--- src/hdl/wildcard_byte_pattern_scan_core_defines.svh ---
// ----------------------------------------------------------------------------
// Assertion macros for the wildcard byte pattern scan core
// Concurrent checks that compile away when SYNTHESIS is defined.
// ----------------------------------------------------------------------------
`ifndef WILDCARD_BYTE_PATTERN_SCAN_CORE_DEFINES_SVH
`define WILDCARD_BYTE_PATTERN_SCAN_CORE_DEFINES_SVH

`ifndef SYNTHESIS

// same-cycle implication
`define WBPS_ASSERT_NOW(label, clk, rst_n, cond, prop) \
    label: assert property (@(posedge clk) disable iff (!rst_n) (cond) |-> (prop)) \
        else $error("wbps assertion failed");

// next-cycle implication
`define WBPS_ASSERT_NEXT(label, clk, rst_n, cond, prop) \
    label: assert property (@(posedge clk) disable iff (!rst_n) (cond) |=> (prop)) \
        else $error("wbps assertion failed");

`else

`define WBPS_ASSERT_NOW(label, clk, rst_n, cond, prop)
`define WBPS_ASSERT_NEXT(label, clk, rst_n, cond, prop)

`endif

`endif

--- src/hdl/wbps_pkg.sv ---
// ----------------------------------------------------------------------------
// wbps_pkg
// Types and constants shared by the wildcard byte pattern scan core.
// ----------------------------------------------------------------------------
package wbps_pkg;

    localparam int MAX_PATTERN_BYTES   = 16;
    localparam int OFFSET_BITS         = 32;
    localparam int CFG_DATA_BITS       = 64;
    localparam int CFG_INDEX_BITS      = 2;
    localparam int PATTERN_LENGTH_BITS = 5;
    localparam int CARE_BITS           = 16;
    localparam int PATTERN_BYTES_TOTAL = 16;
    localparam int MATCH_OFFSET_BITS   = 32;

    typedef enum logic [CFG_INDEX_BITS-1:0] {
        CFG_PATTERN_LOW    = 2'd0,
        CFG_PATTERN_HIGH   = 2'd1,
        CFG_CARE_MASK      = 2'd2,
        CFG_PATTERN_LENGTH = 2'd3
    } cfg_index_t;

    typedef struct packed {
        logic [7:0] data_byte;
        logic       last_byte;
    } item_t;

    typedef struct packed {
        logic                         found;
        logic [MATCH_OFFSET_BITS-1:0] match_offset;
    } result_t;

endpackage

--- src/hdl/wbps_match.sv ---
// ----------------------------------------------------------------------------
// wbps_match
// Masked compare of the byte history against the pattern bytes in use.
// ----------------------------------------------------------------------------
module wbps_match #(
    parameter int MAX_PATTERN_BYTES = wbps_pkg::MAX_PATTERN_BYTES
) (
    input  logic [7:0]                                      newest,
    input  logic [((MAX_PATTERN_BYTES > 1) ? MAX_PATTERN_BYTES - 1 : 1)-1:0][7:0] window,
    input  logic [MAX_PATTERN_BYTES-1:0][7:0]               pattern,
    input  logic [MAX_PATTERN_BYTES-1:0]                    care,
    input  logic [$clog2(MAX_PATTERN_BYTES + 1)-1:0]        len,
    output logic                                            hit
);

    localparam int LEN_BITS = $clog2(MAX_PATTERN_BYTES + 1);
    localparam int IDX_BITS = (MAX_PATTERN_BYTES > 1) ? $clog2(MAX_PATTERN_BYTES) : 1;

    // history by age: age 0 is the byte being transferred now
    logic [MAX_PATTERN_BYTES-1:0][7:0] hist;
    logic [MAX_PATTERN_BYTES-1:0]      byte_ok;

    always_comb
    begin
        hist[0] = newest;
        for (int k = 1; k < MAX_PATTERN_BYTES; k++)
        begin
            hist[k] = window[k-1];
        end
    end

    // pattern byte j lines up with the byte of age len-1-j
    always_comb
    begin
        logic [LEN_BITS-1:0] age;
        for (int j = 0; j < MAX_PATTERN_BYTES; j++)
        begin
            age = LEN_BITS'(len - LEN_BITS'(1) - LEN_BITS'(j));
            if (LEN_BITS'(j) >= len || !care[j])
            begin
                byte_ok[j] = 1'b1;
            end
            else
            begin
                byte_ok[j] = (hist[age[IDX_BITS-1:0]] == pattern[j]);
            end
        end
    end

    assign hit = &byte_ok;

endmodule

--- src/hdl/wildcard_byte_pattern_scan_core.sv ---
// Latency: a result is presented on the cycle after the transfer of the byte that causes it.
// Throughput: one byte per cycle while input is not stalled; the masked window compare and the offset subtract
// sit between the byte transfer and the result register.
// A held result stalls input only while the result register is full and not taken.
// Reset (rst_n low, asynchronous): pattern and care mask clear, length 1, scan cleared.
// ----------------------------------------------------------------------------
// wildcard_byte_pattern_scan_core
// Streams region bytes and reports the first offset where a wildcard pattern
// matches, or not found at the last byte of the region.
// ----------------------------------------------------------------------------
`include "wildcard_byte_pattern_scan_core_defines.svh"

module wildcard_byte_pattern_scan_core #(
    parameter int MAX_PATTERN_BYTES = wbps_pkg::MAX_PATTERN_BYTES,
    parameter int OFFSET_BITS       = wbps_pkg::OFFSET_BITS
) (
    input  logic                                clk,
    input  logic                                rst_n,
    input  logic                                cfg_write,
    input  logic [wbps_pkg::CFG_INDEX_BITS-1:0] cfg_index,
    input  logic [wbps_pkg::CFG_DATA_BITS-1:0]  cfg_data,
    input  logic                                item_valid,
    output logic                                item_ready,
    input  wbps_pkg::item_t                     item,
    output logic                                result_valid,
    input  logic                                result_ready,
    output wbps_pkg::result_t                   result
);

    localparam int LEN_BITS  = $clog2(MAX_PATTERN_BYTES + 1);
    localparam int WIN_DEPTH = (MAX_PATTERN_BYTES > 1) ? MAX_PATTERN_BYTES - 1 : 1;
    localparam int WIDE_BITS = (OFFSET_BITS > wbps_pkg::MATCH_OFFSET_BITS) ?
                               OFFSET_BITS : wbps_pkg::MATCH_OFFSET_BITS;

    // configuration registers
    logic [wbps_pkg::CFG_DATA_BITS-1:0]       pattern_low_reg;
    logic [wbps_pkg::CFG_DATA_BITS-1:0]       pattern_high_reg;
    logic [wbps_pkg::CARE_BITS-1:0]           care_mask_reg;
    logic [wbps_pkg::PATTERN_LENGTH_BITS-1:0] pattern_length_reg;

    // scan state
    logic [WIN_DEPTH-1:0][7:0] window_reg;
    logic [WIN_DEPTH-1:0][7:0] window_next;
    logic [OFFSET_BITS-1:0]    bytes_seen_reg;
    logic [OFFSET_BITS-1:0]    bytes_seen_next;
    logic                      match_reported_reg;
    logic                      match_reported_next;

    // result register
    wbps_pkg::result_t result_reg;
    wbps_pkg::result_t result_next;
    logic              result_valid_reg;
    logic              result_valid_next;

    logic                                          accept;
    logic                                          saturated;
    logic [LEN_BITS-1:0]                           len_used;
    logic [OFFSET_BITS-1:0]                        count;
    logic [OFFSET_BITS-1:0]                        offset_full;
    logic [WIDE_BITS-1:0]                          offset_wide;
    logic [wbps_pkg::PATTERN_BYTES_TOTAL-1:0][7:0] pattern_all;
    logic                                          window_hit;
    logic                                          match_now;
    logic                                          not_found_now;

    // ------------------------------------------------------------------------
    // configuration writes
    // ------------------------------------------------------------------------
    always_ff @(posedge clk or negedge rst_n)
    begin
        if (!rst_n)
        begin
            pattern_low_reg    <= '0;
            pattern_high_reg   <= '0;
            care_mask_reg      <= '0;
            pattern_length_reg <= wbps_pkg::PATTERN_LENGTH_BITS'(1);
        end
        else if (cfg_write)
        begin
            unique case (wbps_pkg::cfg_index_t'(cfg_index))
                wbps_pkg::CFG_PATTERN_LOW:    pattern_low_reg  <= cfg_data;
                wbps_pkg::CFG_PATTERN_HIGH:   pattern_high_reg <= cfg_data;
                wbps_pkg::CFG_CARE_MASK:      care_mask_reg    <= cfg_data[wbps_pkg::CARE_BITS-1:0];
                wbps_pkg::CFG_PATTERN_LENGTH:
                    pattern_length_reg <= cfg_data[wbps_pkg::PATTERN_LENGTH_BITS-1:0];
                default: ;
            endcase
        end
    end

    // clamp the length to 1..MAX_PATTERN_BYTES
    always_comb
    begin
        if (pattern_length_reg == '0)
        begin
            len_used = LEN_BITS'(1);
        end
        else if (pattern_length_reg > wbps_pkg::PATTERN_LENGTH_BITS'(MAX_PATTERN_BYTES))
        begin
            len_used = LEN_BITS'(MAX_PATTERN_BYTES);
        end
        else
        begin
            len_used = LEN_BITS'(pattern_length_reg);
        end
    end

    assign pattern_all = {pattern_high_reg, pattern_low_reg};

    wbps_match #(
        .MAX_PATTERN_BYTES (MAX_PATTERN_BYTES)
    ) u_match (
        .newest  (item.data_byte),
        .window  (window_reg),
        .pattern (pattern_all[MAX_PATTERN_BYTES-1:0]),
        .care    (care_mask_reg[MAX_PATTERN_BYTES-1:0]),
        .len     (len_used),
        .hit     (window_hit)
    );

    // ------------------------------------------------------------------------
    // per-byte decision
    // ------------------------------------------------------------------------
    assign item_ready = !result_valid_reg || result_ready;
    assign accept     = item_valid && item_ready;
    assign saturated  = &bytes_seen_reg;
    assign count      = bytes_seen_reg + OFFSET_BITS'(1);
    assign offset_full = count - OFFSET_BITS'(len_used);
    assign offset_wide = WIDE_BITS'(offset_full);

    // a byte past the saturated count lies beyond the offset range
    assign match_now = !match_reported_reg && !saturated &&
                       (count >= OFFSET_BITS'(len_used)) && window_hit;
    assign not_found_now = item.last_byte && !match_now && !match_reported_reg;

    always_comb
    begin
        window_next[0] = item.data_byte;
        for (int k = 1; k < WIN_DEPTH; k++)
        begin
            window_next[k] = window_reg[k-1];
        end
    end

    always_comb
    begin
        bytes_seen_next     = bytes_seen_reg;
        match_reported_next = match_reported_reg;
        if (accept)
        begin
            if (item.last_byte)
            begin
                // clear for the next region
                bytes_seen_next     = '0;
                match_reported_next = 1'b0;
            end
            else
            begin
                if (!saturated)
                begin
                    bytes_seen_next = count;
                end
                if (match_now)
                begin
                    match_reported_next = 1'b1;
                end
            end
        end
    end

    always_comb
    begin
        result_next       = result_reg;
        result_valid_next = result_valid_reg;
        if (result_ready)
        begin
            result_valid_next = 1'b0;
        end
        if (accept && (match_now || not_found_now))
        begin
            result_valid_next        = 1'b1;
            result_next.found        = match_now;
            result_next.match_offset = match_now ?
                offset_wide[wbps_pkg::MATCH_OFFSET_BITS-1:0] : '0;
        end
    end

    always_ff @(posedge clk or negedge rst_n)
    begin
        if (!rst_n)
        begin
            bytes_seen_reg     <= '0;
            match_reported_reg <= 1'b0;
            result_valid_reg   <= 1'b0;
        end
        else
        begin
            bytes_seen_reg     <= bytes_seen_next;
            match_reported_reg <= match_reported_next;
            result_valid_reg   <= result_valid_next;
        end
    end

    // window and result payload hold unless a byte is transferred
    always_ff @(posedge clk)
    begin
        if (accept)
        begin
            window_reg <= window_next;
        end
        result_reg <= result_next;
    end

    assign result_valid = result_valid_reg;
    assign result       = result_reg;

    // ------------------------------------------------------------------------
    // assertions
    // ------------------------------------------------------------------------
    `WBPS_ASSERT_NEXT(a_last_clears, clk, rst_n, accept && item.last_byte, (bytes_seen_reg == '0) && !match_reported_reg)
    `WBPS_ASSERT_NOW(a_not_found_zero, clk, rst_n, result_valid_reg && !result_reg.found, result_reg.match_offset == '0)
    `WBPS_ASSERT_NEXT(a_reported_sticks, clk, rst_n, accept && match_reported_reg && !item.last_byte, match_reported_reg)
    `WBPS_ASSERT_NEXT(a_count_grows, clk, rst_n, accept && !item.last_byte, bytes_seen_reg >= $past(bytes_seen_reg))
    `WBPS_ASSERT_NOW(a_no_stall_when_empty, clk, rst_n, !result_valid_reg, item_ready)

endmodule
--- config.mk ---
export PLATFORM = sky130hd
export DESIGN_NAME = wildcard_byte_pattern_scan_core
export DESIGN_NICKNAME = d
export VERILOG_FILES = /design/src/hdl/wbps_pkg.sv /design/src/hdl/wbps_match.sv /design/src/hdl/wildcard_byte_pattern_scan_core.sv
export VERILOG_INCLUDE_DIRS = /design/src /design/src/hdl
export SDC_FILE = /design/constraint.sdc
export NUM_CORES = 1
export LEC_CHECK = 0
export BUFFER_PORTS_ARGS = -buffer_cell sky130_fd_sc_hd__buf_4
export CORE_UTILIZATION = 40
export CTS_BUF_LIST = sky130_fd_sc_hd__clkbuf_4 sky130_fd_sc_hd__clkbuf_8
export DETAILED_ROUTE_END_ITERATION = 12
export HOLD_SLACK_MARGIN = 0.02
export PLACE_DENSITY_LB_ADDON = 0.12
export SYNTH_ARGS = -nofsm -noshare
export SYNTH_HDL_FRONTEND = slang
export SYNTH_HIERARCHICAL = 1
export SYNTH_SLANG_ARGS = --single-unit
--- constraint.sdc ---
create_clock -name clk -period 18.39 [get_ports clk]
set_input_delay 1.839 -clock clk [delete_from_list [all_inputs] [get_ports clk]]
set_output_delay 1.839 -clock clk [all_outputs]
set_load 0.03 [all_outputs]
=== After elaboration in Yosys (flattened, before gate mapping) ===
Index checks and enable logic that the tools add are counted.

* Flip-flop bits (word level): 336
* Bits of input ports: 80
* Output and inout bits: 35

* Add/subtract/negate cells: 18
* $lt $le $gt $ge: 34
* Equality and inequality tests: 20
* Mux-type cells: 56
* Reduce and logical (&&, ||, !) cells: 57

{| class="wikitable"
|+ Operators with widths
! kind !! number
|-
| binary-select mux 8 bit (select 4 bit) || 16
|-
| equality test 8 bit || 16
|-
| 2-to-1 mux 8 bit || 16
|-
| < comparator 4 x 5 -> 1 bit (second input constant) || 16
|-
| 2-to-1 mux 32 bit || 2
|-
| greater-or-equal comparator 4 x 5 -> 1 bit (first input constant) || 8
|-
| adder 32 x 1 -> 32 bit (second input constant) || 1
|-
| greater-or-equal comparator 32 x 5 -> 1 bit || 1
|-
| AND reduction 32 bit || 1
|-
| subtractor 32 x 5 -> 32 bit || 1
|-
| subtractor 4 bit (second input constant) || 8
|-
| greater-or-equal comparator 3 x 5 -> 1 bit (first input constant) || 4
|-
| logical NOT 1 bit || 20
|-
| 2-to-1 mux 1 bit || 20
|-
| logical OR 1 bit || 18
|-
| AND reduction 16 bit || 1
|-
| subtractor 4 x 3 -> 4 bit (second input constant) || 4
|-
| AND reduction 2 bit || 6
|-
| greater-or-equal comparator 1 x 5 -> 1 bit (first input constant) || 2
|-
| greater-or-equal comparator 2 x 5 -> 1 bit (first input constant) || 2
|-
| 2-to-1 mux 5 bit || 2
|-
| subtractor 4 x 1 -> 4 bit (second input constant) || 2
|-
| subtractor 4 x 2 -> 4 bit (second input constant) || 2
|-
| logical AND 1 bit || 7
|-
| other kinds (7) || 9
|}

=== Depth between registers and ports, before layout ===
* Word-level depth: 17
* Depth in mapped cells: 27
* Gate-level depth less buffers: 18

=== Hierarchy ===
Netlist, hierarchy kept.

{| class="wikitable"
|+ Modules (own cells, without submodules)
! module !! instances !! cells each !! area an instance (µm²) !! sequential area each (µm²)
|-
| wildcard_byte_pattern_scan_core || 1 || 930 || 13,638.1 || 9,175.0
|-
| wbps_match || 1 || 787 || 8,172.8 || 0.0
|}

=== Worst setup path before layout ===
No wires, ideal clock.

* Path kind: reg2reg
* Start point: reg pattern_length_reg[1] in the netlist's numbering
* End point: reg result_reg, in the netlist result[0] (enable)
* Setup time: 0.402 ns
* Data arrival time: 6.379 ns
* Required time: 17.988 ns
* Slack: 11.609 ns
* Cell stages (with the launch flop): 24
* Cells stage by stage: dfrtp_1 > nor3_1 > nor2_1 > nor2_1 > buf_4 > buf_6 > inv_2 > buf_4 > buf_2 > ha_1 > buf_6 > buf_4 > buf_2 > mux4_2 > mux4_2 > xnor2_1 > nand3_1 > nor4_1 > o211ai_1 > nor4_2 > nor3b_1 > o21ai_4 > buf_12 > a21oi_2

* Cells in the longest elaborated chain, start to end: 16
* Elaborated cells between the ends (all ways): 125
* Classes of those cells: 16 x add/sub; 18 x order compare; 16 x eq/ne; 50 x mux; 25 x reduce/logical

{| class="wikitable"
|+ Ends and longest elaborated chain
! item !! RTL line !! RTL
|-
| start, declared || wildcard_byte_pattern_scan_core.sv:39 || <nowiki>logic [wbps_pkg::PATTERN_LENGTH_BITS-1:0] pattern_length_reg;</nowiki>
|-
| start signal, assigned || wildcard_byte_pattern_scan_core.sv:76 || <nowiki>pattern_length_reg <= wbps_pkg::PATTERN_LENGTH_BITS'(1);</nowiki>
|-
| start signal, assigned || wildcard_byte_pattern_scan_core.sv:85 || <nowiki>pattern_length_reg <= cfg_data[wbps_pkg::PATTERN_LENGTH_BITS-1:0];</nowiki>
|-
| greater-than comparator 5 bit || wildcard_byte_pattern_scan_core.sv:98 || <nowiki>else if (pattern_length_reg > wbps_pkg::PATTERN_LENGTH_BITS'(MAX_PATTERN_BYTES))</nowiki>
|-
| 2-to-1 mux 5 bit || wildcard_byte_pattern_scan_core.sv:98 ||
|-
| 2-to-1 mux 5 bit (*) || wildcard_byte_pattern_scan_core.sv:94 || <nowiki>if (pattern_length_reg == '0)</nowiki>
|-
| net len_used[0] || wildcard_byte_pattern_scan_core.sv:57 || <nowiki>logic [LEN_BITS-1:0] len_used;</nowiki>
|-
| subtractor 4 x 1 -> 4 bit || wbps_match.sv:38 || <nowiki>age = LEN_BITS'(len - LEN_BITS'(1) - LEN_BITS'(j));</nowiki>
|-
| subtractor 4 x 1 -> 4 bit (tied with other cells) || wbps_match.sv:38 ||
|-
| binary-select mux 8 bit (select 4 bit) || wbps_match.sv:45 || <nowiki>byte_ok[j] = (hist[age[IDX_BITS-1:0]] == pattern[j]);</nowiki>
|-
| 2-to-1 mux 8 bit (not written as such) || wbps_match.sv:45 ||
|-
| equality test 8 bit || wbps_match.sv:45 ||
|-
| 2-to-1 mux 1 bit || wbps_match.sv:39 || <nowiki>if (LEN_BITS'(j) >= len || !care[j])</nowiki>
|-
| AND reduction 16 bit (*) || wbps_match.sv:50 || <nowiki>assign hit = &byte_ok;</nowiki>
|-
| net window_hit || wildcard_byte_pattern_scan_core.sv:62 || <nowiki>logic window_hit;</nowiki>
|-
| logical AND 1 bit (*) || wildcard_byte_pattern_scan_core.sv:133 || <nowiki>(count >= OFFSET_BITS'(len_used)) && window_hit;</nowiki>
|-
| logical NOT 1 bit || wildcard_byte_pattern_scan_core.sv:134 || <nowiki>assign not_found_now = item.last_byte && !match_now && !match_reported_reg;</nowiki>
|-
| logical AND 1 bit (2 in series) || wildcard_byte_pattern_scan_core.sv:134 ||
|-
| logical OR 1 bit (*) || wildcard_byte_pattern_scan_core.sv:179 || <nowiki>if (accept && (match_now || not_found_now))</nowiki>
|-
| logical AND 1 bit (*) || wildcard_byte_pattern_scan_core.sv:179 ||
|-
| end signal, assigned || wildcard_byte_pattern_scan_core.sv:211 || <nowiki>result_reg <= result_next;</nowiki>
|-
| end, declared || wildcard_byte_pattern_scan_core.sv:50 || <nowiki>wbps_pkg::result_t result_reg;</nowiki>
|}

Mark *: on every way through the listed nets, which the timed path passes. The rest lies on a longest branch. The select of a mux whose other input is x is not followed.
A chain may end at the register's enable or synchronous reset.

=== Final worst setup path ===
* Start point: reg pattern_length_reg[4] in the netlist's numbering
* End point: reg result_reg, in the netlist result[0] (enable)

The elaborated chain is that of the path after synthesis.

==> flow_summary_export.csv <==
group,metric,value,unit
status,status,"complete, no violations",
synth,async_flop_share,54.5,%
power,power_density,148,nW/um2
power,power.switching,1460,uW
timing,relSlewSlack,24.2,%
timing,grt_setup_unrepaired,"no",
global_route,grt_max_degree,77,
floorplanning,ios,115,
synth,synth_cells,1717,
synth,synth_edf_count,153,
drt,ant_nets,0,
clocking,cts_root_buffer,"clkbuf_8",
finish,multi_input_area,11900,um2
setup_path,cp-startpoint,"pattern_length_reg[4]",
drt,drtIter0Drc,1240,
drt,drtPass1Iterations,5,
synth,synth_nets,1808,
finish,final_util,45.1,%
synth,syn-cell-area,21800,um2
setup_path,critical_path_class,"reg2reg",
hold_path,min_path_cells,0,
timing,fmax,0.118,GHz
setup_path,crit_arrival,8.79,ns
finish,area_growth,11.3,%
timing,drv_slew,0,
global_route,grt_pass1_wl,96900,um
placed_design,gp_congestion,0.924,
finish,drive_gt1_share,32.4,%
finish,fillCellCount,4917,
floorplanning,fp-row-count,85,
timing,clock_skew,0.0212,ns
floorplanning,die_w,236,um
synth,syn_avg_cell_area,12.7,um2
power,p_leak,0.00953,uW
timing,setup_ws,9.88,ns
timing,worstMarginPinSlew,1.13,ns
clocking,cts.htree.levels,2,
global_route,antenna_found_initial,1,
global_route,grtUsageTotal,23.2,%
clocking,clockBufferDepth,3,
clocking,cts_tree,"built",
clocking,clk_pin_slew_worst_paths,0.07,ns
clocking,cts_resized,0,
job,maxCapViolations,0,
finish,nNetsFinal,1898,
finish,largest_register_ff_count,112,
drt,via_count,14969,
drt,routed_via_density,5.87,
floorplanning,design.die.area,55500,um2
setup_path,r2r-start,"pattern_length_reg[4]",
synth,ys_ff_latch,336,
synth,ys_warn_count,6,
floorplanning,initial_core_util,40.5,%
timing,fin_tns_setup,0,ns
power,comb_power_share,53.2,%
global_route,grt_pass1_vias,14766,
timing,finalCritPeriodShare,46.3,%
setup_path,startpoint_type,"register",
drt,routedWlPerCell,25.2,um
power,p_int,2140,uW
floorplanning,core,53800,um2
synth,synth_flop_cell,"dfrtp_1",
timing,hold_violations,0,
power,ir_worst_vdd,0.0847,mV
timing,fin_worst_hold_slack,0.472,ns
clocking,cts_sinks,336,
synth,synth.distinct_cells,94,
hold_path,hold_class,"reg2reg",
floorplanning,die_h,236,um
clocking,clkLatencyLatePin,0.67,ns
placed_design,post-dp-hpwl,47200,um
clocking,numCtsBuffers,61,
clocking,postCtsSetupBuffers,0,
finish,ff_latch_area,9180,um2
hold_path,worstHoldStart,"window_next[56]",
global_route,grt_overflow,0,
placed_design,dp_slack,9.93,ns
power,pwr-share-seq,26.8,%
setup_path,reg2reg_depth,20,
setup_path,crit_required,18.67,ns
clocking,hold_buffers,0,
setup_path,cp_max_fo,59,
setup_path,endpoint_kind,"register",
power,pwr-share-clk,20.0,%
placed_design,portBuffers,114,
power,switching_share,40.5,%
synth,synth-seq-area-share,42.1,%
drt,drt_wl_total,64200,um
timing,setup_viol,0,
timing,min_period,8.51,ns
drt,drcViolationCount,0,
## worst max-delay path, cell delays in order (launching register included)
cell       delay, ns
dfrtp_1         0.57
inv_1           0.21
nand2_1         0.17
inv_1           0.42
inv_1           0.27
ha_4            0.67
buf_4           0.79
mux2i_1         0.45
mux2i_1         0.17
mux2i_1         0.29
mux2i_1         0.13
xor2_1          0.18
nor4_1          0.79
nand4_1         0.34
o221ai_1        0.35
o2111ai_1       0.18
nor4_2          0.21
nor3b_1         0.50
o21ai_4         0.09
buf_4           0.29
a21oi_4         0.89
## metal layers
layer | global-route usage [%] | up-vias | share of wire (%)
li1 | - | 6726 | -
met1 | 32.9 | 7736 | 46
met2 | 37.2 | 423 | 47
met3 | 3.68 | 84 | 5.4
met4 | 5.55 | 0 | 2.1
met5 | 0 | - | 0
## final timing paths
check	to	slack [ns]
worst max register to register	result[0]	9.88
min in group asynchronous	bytes_seen_reg[10]	1.14
max in group asynchronous	pattern_high_reg[61]	15.92
worst min register to register	window_next[64]	0.47
worst min-delay path	window_next[64]	0.47
worst max-delay path	result[0]	9.88
## area by class of cell
class                           count  share of cell area (%)
Inverter                           18                   0.289
Timing Repair Buffer              138                    4.29
Tap cell                          696                    3.59
Sequential cell                   336                    37.8
Clock buffer                       76                    4.03
Clock inverter                     33                   0.881
Antenna cell                        1                  0.0103
Multi-Input combinational cell   1252                    49.1
## power groups by stage
stage          logic (uW)  registers [uW]  clock network, uW
5_1_grt              2040             977                776
4_1_cts              1910             967                744
3_5_place_dp         1900             980                  0
6_report             1920             967                719
2_1_floorplan        1470             949                  0
3_3_place_gp         1890             979                  0
## cells by family after synthesis
family                     after synthesis  synth area share, %
muxes                                  546                 31.9
DFF                                    336                 42.1
adders and majority gates               11                0.665
and+or+nand+nor                        345                 8.70
xor gates and xnor gates               182                 7.74
AOI/OAI and AO/OA                      168                 5.44
buffers and inverters                  129                 3.53
## synthesized netlist by cell type, drive strengths merged (4+ instances only)
library cell | instances | area, um2
a31oi | 6 | 43.8
nand2 | 95 | 357
dfrtp | 182 | 4550
and2 | 7 | 43.8
ha | 10 | 125
a21o | 4 | 30.0
nor4 | 24 | 178
nand4 | 30 | 206
and3 | 10 | 63.8
nor3b | 8 | 80.1
nor2b | 4 | 25.0
o211ai | 4 | 30.0
buf | 73 | 556
xor2 | 77 | 693
xnor2 | 105 | 995
and4 | 6 | 52.6
mux4 | 98 | 2210
a22o | 4 | 36.3
mux2 | 207 | 2330
nor3 | 19 | 116
nor2 | 62 | 265
o21ai | 55 | 287
a21oi | 23 | 134
or3 | 5 | 31.3
nand3 | 54 | 305
edfxtp | 153 | 4590
nand3b | 4 | 30.0
clkbuf | 38 | 146
o221ai | 4 | 35.0
mux2i | 241 | 2410
or4 | 7 | 56.3
o31ai | 18 | 145
a22oi | 4 | 30.0
o21a | 4 | 30.0
inv | 18 | 67.6
a211oi | 7 | 67.6
o41ai | 5 | 43.8
## metrics by stage
step / cell area (um2) / power (uW) / cells
final: 24300 / 3600 / 2550
after global routing: 24300 / 3790 / 2550
after CTS: 24300 / 3620 / 2549
after floorplan: 21800 / 2420 / 1717
after global placement: 23100 / 2870 / 2440
after detailed placement: 23100 / 2880 / 2440
## layout by cell type (no fill, tap or decap), types with 6 or more instances in the layout
master / netlist / layout
a21oi_1: 18 / 18
and2_1: 6 / 6
and3_1: 9 / 9
and4_1: 6 / 6
buf_4: 21 / 137
clkbuf_4: 1 / 11
clkbuf_8: 0 / 66
clkinv_1: 0 / 22
clkinv_2: 0 / 9
dfrtp_1: 182 / 182
edfxtp_1: 153 / 153
ha_1: 10 / 9
inv_1: 16 / 14
mux2_2: 206 / 206
mux2i_1: 241 / 241
mux4_2: 98 / 98
nand2_1: 95 / 95
nand3_1: 50 / 50
nand4_1: 27 / 27
nor2_1: 51 / 50
nor2_2: 10 / 10
nor3_1: 16 / 16
nor4_1: 21 / 21
o21ai_0: 54 / 53
o31ai_1: 16 / 16
xnor2_1: 98 / 95
xnor2_2: 5 / 8
xor2_1: 76 / 76
Power figures use the tool's default switching activity.
